===== src/rtl/core/mccl_pkg.sv =====
// ----------------------------------------------------------------------------
// mccl_pkg
// Shared types and constants of the MIDI CC learn and auto-range mapper.
// ----------------------------------------------------------------------------
package mccl_pkg;

  localparam int SLOTS       = 8;
  localparam int SLOT_W      = 3;
  localparam int VAL_W       = 7;
  localparam int FRAC_W      = 16;
  localparam int SCALED_W    = 24;
  localparam int MAX_RESULTS = 8;
  localparam int NEMIT_W     = $clog2(MAX_RESULTS + 1);

  // restoring divider: one quotient bit per cycle over |raw-low| << 16
  localparam int DIV_W       = VAL_W + FRAC_W;
  localparam int DIV_STEPS   = DIV_W;
  localparam int CNT_W       = $clog2(DIV_STEPS + 1);

  localparam int QDEPTH      = 4;
  localparam int QAW         = $clog2(QDEPTH);

  localparam logic [2:0]       FUNC_MIDI      = 3'd0;
  localparam logic [2:0]       FUNC_ARM       = 3'd1;
  localparam logic [2:0]       FUNC_SET_CTRL  = 3'd2;
  localparam logic [2:0]       FUNC_SET_LOW   = 3'd3;
  localparam logic [2:0]       FUNC_SET_HIGH  = 3'd4;
  localparam logic [3:0]       CC_STATUS_HI   = 4'hB;
  localparam logic [VAL_W-1:0] VAL_TOP        = 7'd127;

  localparam logic signed [SCALED_W:0] SAT_HI = 25'sd8388607;
  localparam logic signed [SCALED_W:0] SAT_LO = -25'sd8388608;

  typedef enum logic [2:0] {
    OP_CC,
    OP_ARM,
    OP_SET_CTRL,
    OP_SET_LOW,
    OP_SET_HIGH
  } op_t;

  typedef struct packed {
    logic [2:0]        func;
    logic [7:0]        status_byte;
    logic [VAL_W-1:0]  controller_byte;
    logic [VAL_W-1:0]  value_byte;
    logic [SLOT_W-1:0] slot_index;
    logic [VAL_W-1:0]  write_data;
  } in_item_t;

  typedef struct packed {
    logic [SLOT_W-1:0]          out_slot;
    logic [VAL_W-1:0]           out_controller;
    logic [VAL_W-1:0]           out_low;
    logic [VAL_W-1:0]           out_high;
    logic [VAL_W-1:0]           out_raw;
    logic signed [SCALED_W-1:0] scaled_value;
    logic                       last_result;
  } out_item_t;

  typedef struct packed {
    op_t               op;
    logic [SLOT_W-1:0] slot;
    logic [VAL_W-1:0]  ctrl;
    logic [VAL_W-1:0]  data;
  } cmd_t;

  typedef struct packed {
    logic         full;
    logic         empty;
    logic [QAW:0] count;
  } q_stat_t;

endpackage


===== src/rtl/core/mccl_front.sv =====
// ----------------------------------------------------------------------------
// mccl_front
// Accepts input items, drops the ones that do nothing and turns the rest into
// commands for the command queue.
// ----------------------------------------------------------------------------
module mccl_front (
  input  logic               in_valid,
  output logic               in_stall,
  input  mccl_pkg::in_item_t in_data,
  input  mccl_pkg::q_stat_t  q_stat,
  output logic               q_push,
  output mccl_pkg::cmd_t     q_cmd
);
  import mccl_pkg::*;

  logic accept;
  logic slot_ok;
  logic keep;

  assign in_stall = q_stat.full;
  assign accept   = in_valid && !in_stall;
  assign slot_ok  = ({1'b0, in_data.slot_index} < (SLOT_W + 1)'(SLOTS));

  always_comb begin
    q_cmd.op   = OP_CC;
    q_cmd.slot = in_data.slot_index;
    q_cmd.ctrl = in_data.controller_byte;
    q_cmd.data = in_data.write_data;
    keep       = 1'b0;
    case (in_data.func)
      FUNC_MIDI: begin
        q_cmd.data = in_data.value_byte;
        keep       = (in_data.status_byte[7:4] == CC_STATUS_HI);
      end
      FUNC_ARM: begin
        q_cmd.op = OP_ARM;
        keep     = slot_ok;
      end
      FUNC_SET_CTRL: begin
        q_cmd.op = OP_SET_CTRL;
        keep     = slot_ok;
      end
      FUNC_SET_LOW: begin
        q_cmd.op = OP_SET_LOW;
        keep     = slot_ok;
      end
      FUNC_SET_HIGH: begin
        q_cmd.op = OP_SET_HIGH;
        keep     = slot_ok;
      end
      default: begin
        keep = 1'b0;
      end
    endcase
  end

  // dropped items are still a transfer, they just never reach the queue
  assign q_push = accept && keep;

endmodule


===== src/rtl/core/mccl_cmd_queue.sv =====
// ----------------------------------------------------------------------------
// mccl_cmd_queue
// Small command queue between the classifying front and the executing back.
// ----------------------------------------------------------------------------
module mccl_cmd_queue (
  input  logic               clk,
  input  logic               rst_n,
  input  logic               push,
  input  mccl_pkg::cmd_t     push_cmd,
  input  logic               pop,
  output mccl_pkg::cmd_t     head,
  output mccl_pkg::q_stat_t  stat
);
  import mccl_pkg::*;

  cmd_t         mem_r [QDEPTH];
  logic [QAW-1:0] wr_ptr_r;
  logic [QAW-1:0] rd_ptr_r;
  logic [QAW:0]   count_r;
  logic           do_push;
  logic           do_pop;

  assign stat.full  = (count_r == (QAW + 1)'(QDEPTH));
  assign stat.empty = (count_r == '0);
  assign stat.count = count_r;
  assign head       = mem_r[rd_ptr_r];
  assign do_push    = push && !stat.full;
  assign do_pop     = pop && !stat.empty;

  always_ff @(posedge clk) begin
    if (do_push) begin
      mem_r[wr_ptr_r] <= push_cmd;
    end
  end

  always_ff @(posedge clk) begin
    if (!rst_n) begin
      wr_ptr_r <= '0;
      rd_ptr_r <= '0;
      count_r  <= '0;
    end else begin
      if (do_push) begin
        wr_ptr_r <= wr_ptr_r + QAW'(1);
      end
      if (do_pop) begin
        rd_ptr_r <= rd_ptr_r + QAW'(1);
      end
      case ({do_push, do_pop})
        2'b10:   count_r <= count_r + (QAW + 1)'(1);
        2'b01:   count_r <= count_r - (QAW + 1)'(1);
        default: count_r <= count_r;
      endcase
    end
  end

endmodule


===== src/rtl/core/mccl_back.sv =====
// ----------------------------------------------------------------------------
// mccl_back
// Executes queued commands: slot state, learn, range update, and a serial
// divider for the normalized value; holds one result in an output register.
// ----------------------------------------------------------------------------
module mccl_back (
  input  logic                clk,
  input  logic                rst_n,
  input  mccl_pkg::q_stat_t   q_stat,
  input  mccl_pkg::cmd_t      q_head,
  output logic                q_pop,
  output logic                out_valid,
  input  logic                out_stall,
  output mccl_pkg::out_item_t out_data
);
  import mccl_pkg::*;

  typedef enum logic [2:0] {
    S_IDLE,
    S_MATCH,
    S_PICK,
    S_UPD,
    S_LOAD,
    S_DIV,
    S_OUT
  } state_t;

  state_t             state_r;
  cmd_t               cmd_r;
  logic [SLOT_W-1:0]  cur_r;
  logic [SLOTS-1:0]   armed_r;
  logic               pending_r;
  logic [VAL_W-1:0]   ctrl_r [SLOTS];
  logic [VAL_W-1:0]   low_r  [SLOTS];
  logic [VAL_W-1:0]   high_r [SLOTS];
  logic [VAL_W-1:0]   raw_r  [SLOTS];
  logic [SLOTS-1:0]   mask_r;
  logic [NEMIT_W-1:0] n_emit_r;
  logic               last_r;

  logic [DIV_W-1:0]   dq_r;
  logic [VAL_W-1:0]   rem_r;
  logic [VAL_W-1:0]   smag_r;
  logic [CNT_W-1:0]   cnt_r;
  logic               sign_r;
  logic               zero_r;
  logic signed [VAL_W:0] diff_r;

  logic               out_valid_r;
  out_item_t          out_data_r;

  logic [VAL_W-1:0]   cur_low;
  logic [VAL_W-1:0]   cur_high;
  logic [VAL_W-1:0]   cur_raw;
  logic signed [VAL_W:0] diff;
  logic signed [VAL_W:0] span;
  logic [VAL_W:0]     diff_mag;
  logic [VAL_W:0]     span_mag;
  logic [VAL_W:0]     trial;
  logic               ge;
  logic [VAL_W:0]     trial_sub;
  logic signed [SCALED_W:0] q_div;
  logic signed [SCALED_W:0] q_full;
  logic signed [SCALED_W:0] q_sat;
  logic [SLOT_W-1:0]  first_idx;

  function automatic logic [SLOT_W-1:0] first_set(input logic [SLOTS-1:0] m);
    logic [SLOT_W-1:0] idx;
    idx = '0;
    for (int i = SLOTS - 1; i >= 0; i--) begin
      if (m[i]) begin
        idx = SLOT_W'(i);
      end
    end
    return idx;
  endfunction

  assign cur_low   = low_r[cur_r];
  assign cur_high  = high_r[cur_r];
  assign cur_raw   = raw_r[cur_r];
  assign diff      = $signed({1'b0, cur_raw}) - $signed({1'b0, cur_low});
  assign span      = $signed({1'b0, cur_high}) - $signed({1'b0, cur_low});
  assign diff_mag  = diff[VAL_W] ? (VAL_W + 1)'(-diff) : diff;
  assign span_mag  = span[VAL_W] ? (VAL_W + 1)'(-span) : span;
  assign first_idx = first_set(mask_r);

  // one restoring step; remainder always stays below the divisor
  assign trial     = {rem_r, dq_r[DIV_W-1]};
  assign ge        = (trial >= {1'b0, smag_r});
  assign trial_sub = trial - {1'b0, smag_r};

  always_comb begin
    q_div = $signed({2'b00, dq_r});
    if (sign_r) begin
      q_div = -q_div;
    end
    q_full = zero_r ? $signed({diff_r[VAL_W], diff_r, {FRAC_W{1'b0}}}) : q_div;
    q_sat  = q_full;
    if (q_full > SAT_HI) begin
      q_sat = SAT_HI;
    end else if (q_full < SAT_LO) begin
      q_sat = SAT_LO;
    end
  end

  assign q_pop     = (state_r == S_IDLE) && !q_stat.empty;
  assign out_valid = out_valid_r;
  assign out_data  = out_data_r;

  always_ff @(posedge clk) begin
    if (!rst_n) begin
      state_r     <= S_IDLE;
      armed_r     <= '0;
      pending_r   <= 1'b0;
      mask_r      <= '0;
      n_emit_r    <= '0;
      cnt_r       <= '0;
      out_valid_r <= 1'b0;
      for (int s = 0; s < SLOTS; s++) begin
        ctrl_r[s] <= '0;
        low_r[s]  <= '0;
        high_r[s] <= '0;
        raw_r[s]  <= '0;
      end
    end else begin
      case (state_r)
        S_IDLE: begin
          if (!q_stat.empty) begin
            cmd_r  <= q_head;
            cur_r  <= q_head.slot;
            last_r <= 1'b1;
            case (q_head.op)
              OP_CC: begin
                // armed slots take the controller of this message first
                if (pending_r) begin
                  for (int s = 0; s < SLOTS; s++) begin
                    if (armed_r[s]) begin
                      ctrl_r[s] <= q_head.ctrl;
                    end
                  end
                end
                armed_r   <= '0;
                pending_r <= 1'b0;
                state_r   <= S_MATCH;
              end
              OP_ARM: begin
                armed_r[q_head.slot] <= 1'b1;
                pending_r            <= 1'b1;
                low_r[q_head.slot]   <= VAL_TOP;
                high_r[q_head.slot]  <= '0;
              end
              OP_SET_CTRL: begin
                ctrl_r[q_head.slot] <= q_head.data;
                state_r             <= S_LOAD;
              end
              OP_SET_LOW: begin
                low_r[q_head.slot] <= q_head.data;
                state_r            <= S_LOAD;
              end
              OP_SET_HIGH: begin
                high_r[q_head.slot] <= q_head.data;
                state_r             <= S_LOAD;
              end
              default: begin
                state_r <= S_IDLE;
              end
            endcase
          end
        end
        S_MATCH: begin
          for (int s = 0; s < SLOTS; s++) begin
            mask_r[s] <= (ctrl_r[s] == cmd_r.ctrl);
          end
          n_emit_r <= '0;
          state_r  <= S_PICK;
        end
        S_PICK: begin
          if (mask_r == '0) begin
            state_r <= S_IDLE;
          end else begin
            cur_r             <= first_idx;
            mask_r[first_idx] <= 1'b0;
            state_r           <= S_UPD;
          end
        end
        S_UPD: begin
          if (cmd_r.data < cur_low) begin
            low_r[cur_r] <= cmd_r.data;
          end
          if (cmd_r.data > cur_high) begin
            high_r[cur_r] <= cmd_r.data;
          end
          raw_r[cur_r] <= cmd_r.data;
          // past the report limit slots are updated but not reported
          if (n_emit_r == NEMIT_W'(MAX_RESULTS)) begin
            state_r <= S_PICK;
          end else begin
            last_r   <= (mask_r == '0) || (n_emit_r == NEMIT_W'(MAX_RESULTS - 1));
            n_emit_r <= n_emit_r + NEMIT_W'(1);
            state_r  <= S_LOAD;
          end
        end
        S_LOAD: begin
          diff_r  <= diff;
          sign_r  <= diff[VAL_W] ^ span[VAL_W];
          zero_r  <= (span == '0);
          smag_r  <= span_mag[VAL_W-1:0];
          dq_r    <= {diff_mag[VAL_W-1:0], {FRAC_W{1'b0}}};
          rem_r   <= '0;
          cnt_r   <= (span == '0) ? '0 : CNT_W'(DIV_STEPS);
          state_r <= S_DIV;
        end
        S_DIV: begin
          if (cnt_r != '0) begin
            rem_r <= ge ? trial_sub[VAL_W-1:0] : trial[VAL_W-1:0];
            dq_r  <= {dq_r[DIV_W-2:0], ge};
            cnt_r <= cnt_r - CNT_W'(1);
          end else begin
            out_data_r.out_slot       <= cur_r;
            out_data_r.out_controller <= ctrl_r[cur_r];
            out_data_r.out_low        <= cur_low;
            out_data_r.out_high       <= cur_high;
            out_data_r.out_raw        <= cur_raw;
            out_data_r.scaled_value   <= q_sat[SCALED_W-1:0];
            out_data_r.last_result    <= last_r;
            out_valid_r               <= 1'b1;
            state_r                   <= S_OUT;
          end
        end
        S_OUT: begin
          if (!out_stall) begin
            out_valid_r <= 1'b0;
            state_r     <= (cmd_r.op == OP_CC) ? S_PICK : S_IDLE;
          end
        end
        default: begin
          state_r <= S_IDLE;
        end
      endcase
    end
  end

endmodule


===== src/rtl/core/midi_cc_learn_autorange_mapper.sv =====
// ----------------------------------------------------------------------------
// midi_cc_learn_autorange_mapper
// MIDI control-change learn and auto-range mapper with normalized output.
// ----------------------------------------------------------------------------
// Input channel (in_valid/in_stall/in_data): MIDI messages and host commands
// (arm learn, set controller, set range low/high). Items go through a
// classifier into a four-entry command queue, so the input keeps taking
// items while earlier ones are still being worked on; in_stall rises only
// when the queue is full. Non-CC messages and bad commands are taken and
// dropped.
// Result channel (out_valid/out_stall/out_data): one result per reported
// slot, in ascending slot order, last_result set on the final one of an item.
// The back end runs one command at a time. A reported slot of a MIDI message
// goes through pick, range update, load, 23 serial divider steps, finish and
// output transfer; each message adds learn, match and a last pick. A host
// write goes through load, the divider steps, finish and output transfer;
// arm learn is done in idle. A flat range (high equal to low) skips the 23
// divider steps.
// A stalled result holds in the output register and the back end waits;
// the queue still fills meanwhile.
// Reset (rst_n low, synchronous) clears all slots to zero, disarms learn and
// empties the queue.
// ----------------------------------------------------------------------------
module midi_cc_learn_autorange_mapper (
  input  logic                clk,
  input  logic                rst_n,
  input  logic                in_valid,
  output logic                in_stall,
  input  mccl_pkg::in_item_t  in_data,
  output logic                out_valid,
  input  logic                out_stall,
  output mccl_pkg::out_item_t out_data
);
  import mccl_pkg::*;

  q_stat_t q_stat;
  cmd_t    push_cmd;
  cmd_t    q_head;
  logic    q_push;
  logic    q_pop;

  mccl_front u_front (
    .in_valid (in_valid),
    .in_stall (in_stall),
    .in_data  (in_data),
    .q_stat   (q_stat),
    .q_push   (q_push),
    .q_cmd    (push_cmd)
  );

  mccl_cmd_queue u_queue (
    .clk      (clk),
    .rst_n    (rst_n),
    .push     (q_push),
    .push_cmd (push_cmd),
    .pop      (q_pop),
    .head     (q_head),
    .stat     (q_stat)
  );

  mccl_back u_back (
    .clk       (clk),
    .rst_n     (rst_n),
    .q_stat    (q_stat),
    .q_head    (q_head),
    .q_pop     (q_pop),
    .out_valid (out_valid),
    .out_stall (out_stall),
    .out_data  (out_data)
  );

  // queue occupancy never passes its depth
  assert property (@(posedge clk) disable iff (!rst_n)
    q_stat.count <= (QAW + 1)'(QDEPTH))
    else $error("command queue overflow");

  // back end only pops a command that is there
  assert property (@(posedge clk) disable iff (!rst_n)
    q_pop |-> !q_stat.empty)
    else $error("pop from empty command queue");

  // a push while full would lose a command
  assert property (@(posedge clk) disable iff (!rst_n)
    q_push |-> !q_stat.full)
    else $error("push into full command queue");

  // occupancy moves by at most one per cycle; a push without a pop adds one
  assert property (@(posedge clk) disable iff (!rst_n)
    (q_push && !q_pop) |=> (q_stat.count == $past(q_stat.count) + (QAW + 1)'(1)))
    else $error("queue count did not follow a push");

endmodule

===== config.mk =====
export PLATFORM = sky130hd
export DESIGN_NAME = midi_cc_learn_autorange_mapper
export DESIGN_NICKNAME = d
export VERILOG_FILES = /design/src/rtl/core/mccl_pkg.sv /design/src/rtl/core/mccl_front.sv /design/src/rtl/core/mccl_cmd_queue.sv /design/src/rtl/core/mccl_back.sv /design/src/rtl/core/midi_cc_learn_autorange_mapper.sv
export SDC_FILE = /design/constraint.sdc
export NUM_CORES = 1
export LEC_CHECK = 0
export BUFFER_PORTS_ARGS = -buffer_cell sky130_fd_sc_hd__buf_2
export CORE_UTILIZATION = 67
export CTS_CLUSTER_SIZE = 8
export DETAILED_ROUTE_END_ITERATION = 6
export PLACE_DENSITY = 0.86
export SLEW_MARGIN = 30
export SYNTH_ARGS = -nofsm -noshare
export SYNTH_HDL_FRONTEND = slang
export SYNTH_SLANG_ARGS = --single-unit
export TNS_END_PERCENT = 5

===== constraint.sdc =====
create_clock -name clk -period 11.91 [get_ports clk]
set_input_delay 1.7865 -clock clk [delete_from_list [all_inputs] [get_ports clk]]
set_output_delay 1.7865 -clock clk [all_outputs]
set_load 0.005 [all_outputs]

; ---- Yosys cells after proc, flatten, opt, wreduce, memory -nomap -nowiden
; Memory sizes are Yosys's and may differ from the RTL's. A register that Yosys moved wholly into a read port is not among the register bits.
; Cells that the tools add are included.
[totals]
n_memories = 5
ramBits = 304
output_inout_bits = 58
regBits = 154
elab_cells = 325
input_bits = 39
[mem_list]
columns = name, words, width, read_ports, rd_clocked_by_memory_dff, write_ports, line
row1 = u_queue.mem_r, 4, 20, 1, 1, 1, mccl_cmd_queue.sv:16  ; cmd_t mem_r [QDEPTH];
row2 = u_back.ctrl_r, 8, 7, 9, 1, 8, mccl_back.sv:33  ; logic [VAL_W-1:0] ctrl_r [SLOTS];
row3 = u_back.high_r, 8, 7, 1, 1, 8, mccl_back.sv:35  ; logic [VAL_W-1:0] high_r [SLOTS];
row4 = u_back.low_r, 8, 7, 1, 1, 8, mccl_back.sv:34  ; logic [VAL_W-1:0] low_r [SLOTS];
row5 = u_back.raw_r, 8, 7, 1, 1, 8, mccl_back.sv:36  ; logic [VAL_W-1:0] raw_r [SLOTS];
[classes]
n_bitwise = 16
order_cmp = 9
reduce_logical = 46
add_sub_neg = 12
n_mux = 175
eq_ne = 35
[ops]
columns = op, n
row1 = $mux W7, 21
row2 = $mux W1, 102
row3 = $mux W3, 23
row4 = $eq A7 B7 Y1, 8
row5 = $mux W25, 2
row6 = $pmux W23 S2, 1
row7 = $reduce_or A7 Y1, 6
row8 = $pmux W8 S2, 2
row9 = $gt A25 B24 Y1 const B, 1
row10 = $lt A25 B24 Y1 const B, 1
row11 = $neg A23 Y25, 1
row12 = $mux W24, 1
row13 = $mux W23, 1
row14 = $pmux W3 S7, 1
row15 = $eq A3 B2 Y1 const B, 6
row16 = $eq A3 B3 Y1 const B, 6
row17 = $logic_not A8 Y1, 2
row18 = $reduce_bool A2 Y1, 8
row19 = $sub A7 B7 Y8, 2
row20 = $logic_not A3 Y1, 5
row21 = $reduce_and A3 Y1, 5
row22 = $neg A7 Y7, 2
row23 = $pmux W7 S2, 1
row24 = $ne A2 B2 Y1 const B, 6
row25 = 42 further kinds, 79

; ---- Longest topological paths before layout
[logic_depth]
ltp_word = 16
ltp_mapped = 14
depth_no_buf = 12

; ---- By module
; Synthesis repeated with hierarchy kept, for this count alone.
[unflattened]
cells_unflattened = 1806
hier_area_um2 = 22855.7
[by_module_without_submodules]
columns = mod, area_each_um2, instances, seq_area_each_um2, cells_each
row1 = mccl_back, 19249.7, 1, 11110.7, 1622
row2 = mccl_cmd_queue, 3379.5, 1, 2582.5, 158
row3 = mccl_front, 226.5, 1, 0.0, 26

; ---- Least setup slack after synthesis
; OpenSTA, ideal clock, no wires.
[synth_path]
kind = flip-flop to flip-flop
startpoint = register with a tool-made name
endpoint = memory u_back.high_r[7][0], enable pin
period_less_slack_ns = 4.393
setup_ns = 0.342
required_ns = 11.568
path_buffers = 3
slack_ns = 7.517
t_arrival_ns = 4.050
stages_incl_launch_ff = 11
path_cell_list = dfxtp_1 > clkbuf_1 > buf_1 > mux4_2 > mux2i_1 > ha_1 > a2111oi_1 > a21oi_1 > clkbuf_1 > a22oi_1 > o21ai_0
[synth_lines]
columns = item, line
row1 = end: declaration, mccl_back.sv:35

==> results.cfg <==
[sta]
whs_ns = 0.4293
final_hold_viol_count = 0
setup_slack_ns = 6.306
tightest_slew_ns = 1.049
post-route-min-period_ns = 5.604
timing.fmax_ghz = 0.1785
final.period_utilization = 0.4705
maxSlewHeadroom = 0.3005
rsz0062_at_grt = no
tns_ns = 0
fin_skew_ns = 0.02786
setup_viol = 0
drv_slew = 0

[logic_synthesis]
synthArstFlopShare = 0
postSynthAreaPerCell_sq_um = 12.63
synth_cells = 1835
yosysSeqAreaShare = 0.5906
ys_ff_latch = 470
syn_nets = 1924
syn_area_sq_um = 23180
synth-edff-count = 428
yosysWarnings = 0
ys_types = 76
synthFlopType = edfxtp_1

[drt]
drt_iter0_drc = 2296
drc_errors = 1
totalWireLength_um = 58850
drt-pass1-iter-count = 7
antenna_left = 0
via_count = 16800
vias_per_cell = 6.993
wire_per_inst_um = 24.50

[finish]
utilization = 0.7683
drive_gt1_frac = 0.1627
area_growth_pct = 11.97
final_nets = 2011
antennaDiodeCount = 0

[clock_network]
hold_buffers = 0
cts_resized = 0
cts_max_level = 3
cts_sinks = 470
post-cts-setup-buffers = 0
cts_tree = built
cts.clk_slew.worst_paths_ns = 0.05
root_buffer = clkbuf_16
cts.path.max_buffers = 3
clk_latency_ns = 0.59
numCtsBuffers = 68

[placed_design]
place_congestion = 0.9299
dp_hpwl_um = 37490
io_buffers = 92
pre_cts_ws_ns = 5.942

[global_routing]
grt_pass1_wl_um = 89960
grt_pass1_vias = 16560
grt_overflow_total = 0
grt_max_degree = 77
antenna_found_initial = 0
grt.total_usage = 0.3348

[critical_path]
crit_family = compound AO/OA/AOI/OAI gates
crit_buf_inv = 2
cpPeakStageDelay_ns = 0.82
rrSetupSlack_ns = 6.31
cp_cell_sequence = buf_4 -> mux4_2 -> mux2i_1 -> inv_1 -> ha_1 -> nor2b_1 -> o21a_1 -> o21ai_0 -> a21oi_1 -> a22oi_1 -> o21ai_1
worst-setup-path-type = reg2reg
crit_fanout = 41
startpoint_type = register
cp.arrival_ns = 5.80
cpMaxStageDelayCell = o21ai_1
crit_required_ns = 12.11
critical_path.endpoint_type = register

[floorplan]
core_sq_um = 33780
die_area_sq_um = 35350
rows = 67
initial_core_util = 0.6862
chipHeight_um = 188.0
die_w_um = 188.0
pin_count = 97

[power_and_ir_drop]
leakagePower_nw = 9.308
peakVddDrop_mv = 0.2065
powerDensity_nw_per_um2 = 253.5

[min_path]
min_path_type = reg2reg
hold_start = u_back.last_r

[status]
status = complete, but fails checks
violations = design-rule violations

[flow_run]
maxCapViolCount = 0
cells by family (layout without fill, tap and decap cells):
family | Yosys count | count (layout) | share of synthesized area
AO/OA/AOI/OAI | 362 | 362 | 0.1029
XOR/XNOR | 98 | 98 | 0.03702
adder cells (fa/ha/maj) | 50 | 50 | 0.02828
buffers and inverters | 176 | 295 | 0.02974
flip-flops | 470 | 470 | 0.5906
multiplexers | 139 | 139 | 0.09288
AND/OR/NAND/NOR | 540 | 540 | 0.1185
routing by layer:
layer	routed length (um)	part of all wire	track usage
met5	0	0	0
met4	3642	0.062	0.2076
met3	5982	0.10	0.06494
met2	28900	0.49	0.5590
met1	20330	0.35	0.4023
cells in the final DEF, fill, tap and decap left out, types with 22 or more instances in the layout:
cell type and instances:
a21oi_1 46, and2_1 22, and3_1 48, buf_2 92, buf_4 23, clkbuf_1 29, clkbuf_16 71, dfxtp_1 40
edfxtp_1 428, ha_1 46, inv_1 72, mux2_2 35, mux2i_1 45, mux4_2 57, nand2_1 96, nand3_1 30
nor2_1 130, nor3_1 84, nor4_1 30, o21ai_0 71, o21ai_1 28, o22ai_1 53, xnor2_1 33, xor2_1 65
power by group:
part	leakage [nW]	internal [mW]	switching [mW]	total, mW
logic	3.87	0.974	1.62	2.59
clock network	0.921	1.08	0.674	1.76
registers	4.52	2.09	0.135	2.23
sequential cells by signal (all words and copies together) (netlist names), 4 cells and up, named ones only:
register	flops
u_back.cnt_r	5
u_back.out_data	56
u_back.diff_r	8
u_back.armed_r	8
u_back.mask_r	8
u_back.rem_r	7
u_back.ctrl_r	56
u_back.smag_r	7
u_back.high_r	56
u_back.low_r	56
u_back.n_emit_r	4
u_back.dq_r	23
u_queue.mem_r	80
u_back.cmd_r	17
u_back.raw_r	56
cells in the mapped netlist, drive strengths merged, types with 30 or more instances:
| cell type | instances | share of area |
|---|---|---|
| nand3 | 30 | 0.0065 |
| nor4 | 32 | 0.0089 |
| a21oi | 46 | 0.0099 |
| mux2i | 46 | 0.020 |
| mux2 | 36 | 0.018 |
| ha | 46 | 0.025 |
| clkbuf | 70 | 0.011 |
| inv | 72 | 0.012 |
| mux4 | 57 | 0.055 |
| edfxtp | 428 | 0.55 |
| dfxtp | 42 | 0.036 |
| xnor2 | 33 | 0.012 |
| nor3 | 91 | 0.021 |
| o21ai | 99 | 0.021 |
| o22ai | 53 | 0.014 |
| nand2 | 96 | 0.016 |
| and3 | 49 | 0.013 |
| nor2 | 130 | 0.021 |
| xor2 | 65 | 0.025 |
path summary, 6_finish.rpt:
check	cells past startpoint	to
max	11	u_back.high_r[0][4]
min	0	u_back.out_data[0]
max reg2reg	11	u_back.high_r[0][4]
min reg2reg	0	u_back.out_data[0]
final cells by class:
| class | count | area [sq um] |
|---|---|---|
| sequential | 470 | 13700 |
| multi-input combinational | 1189 | 8867 |
| fill | 1965 | 7826 |
| clock buffer | 101 | 1899 |
| timing repair buffer | 115 | 633.1 |
| tap | 448 | 560.5 |
| inverter | 78 | 292.8 |
| clock inverter | 1 | 8.758 |
stage by stage:
stage                     cell area (sq um)  std cells  total power, mW
after CTS                             25930       2402            6.516
after detailed placement              24020       2300            4.736
after floorplan                       23180       1835            4.049
after global placement                23980       2300            4.616
final                                 25960       2402            6.579
after global routing                  25960       2402            6.847
worst reg2reg max path, stage by stage, from the launching register on:
cell and delay (ns):
dfxtp_2 0.31, buf_4 0.62, mux4_2 0.69, mux2i_1 0.47, inv_1 0.19, ha_1 0.26, nor2b_1 0.12, o21a_1 0.12
o21ai_0 0.33, a21oi_1 0.80, a22oi_1 0.49, o21ai_1 0.82
Note: power is estimated with default switching activity, not from simulation.
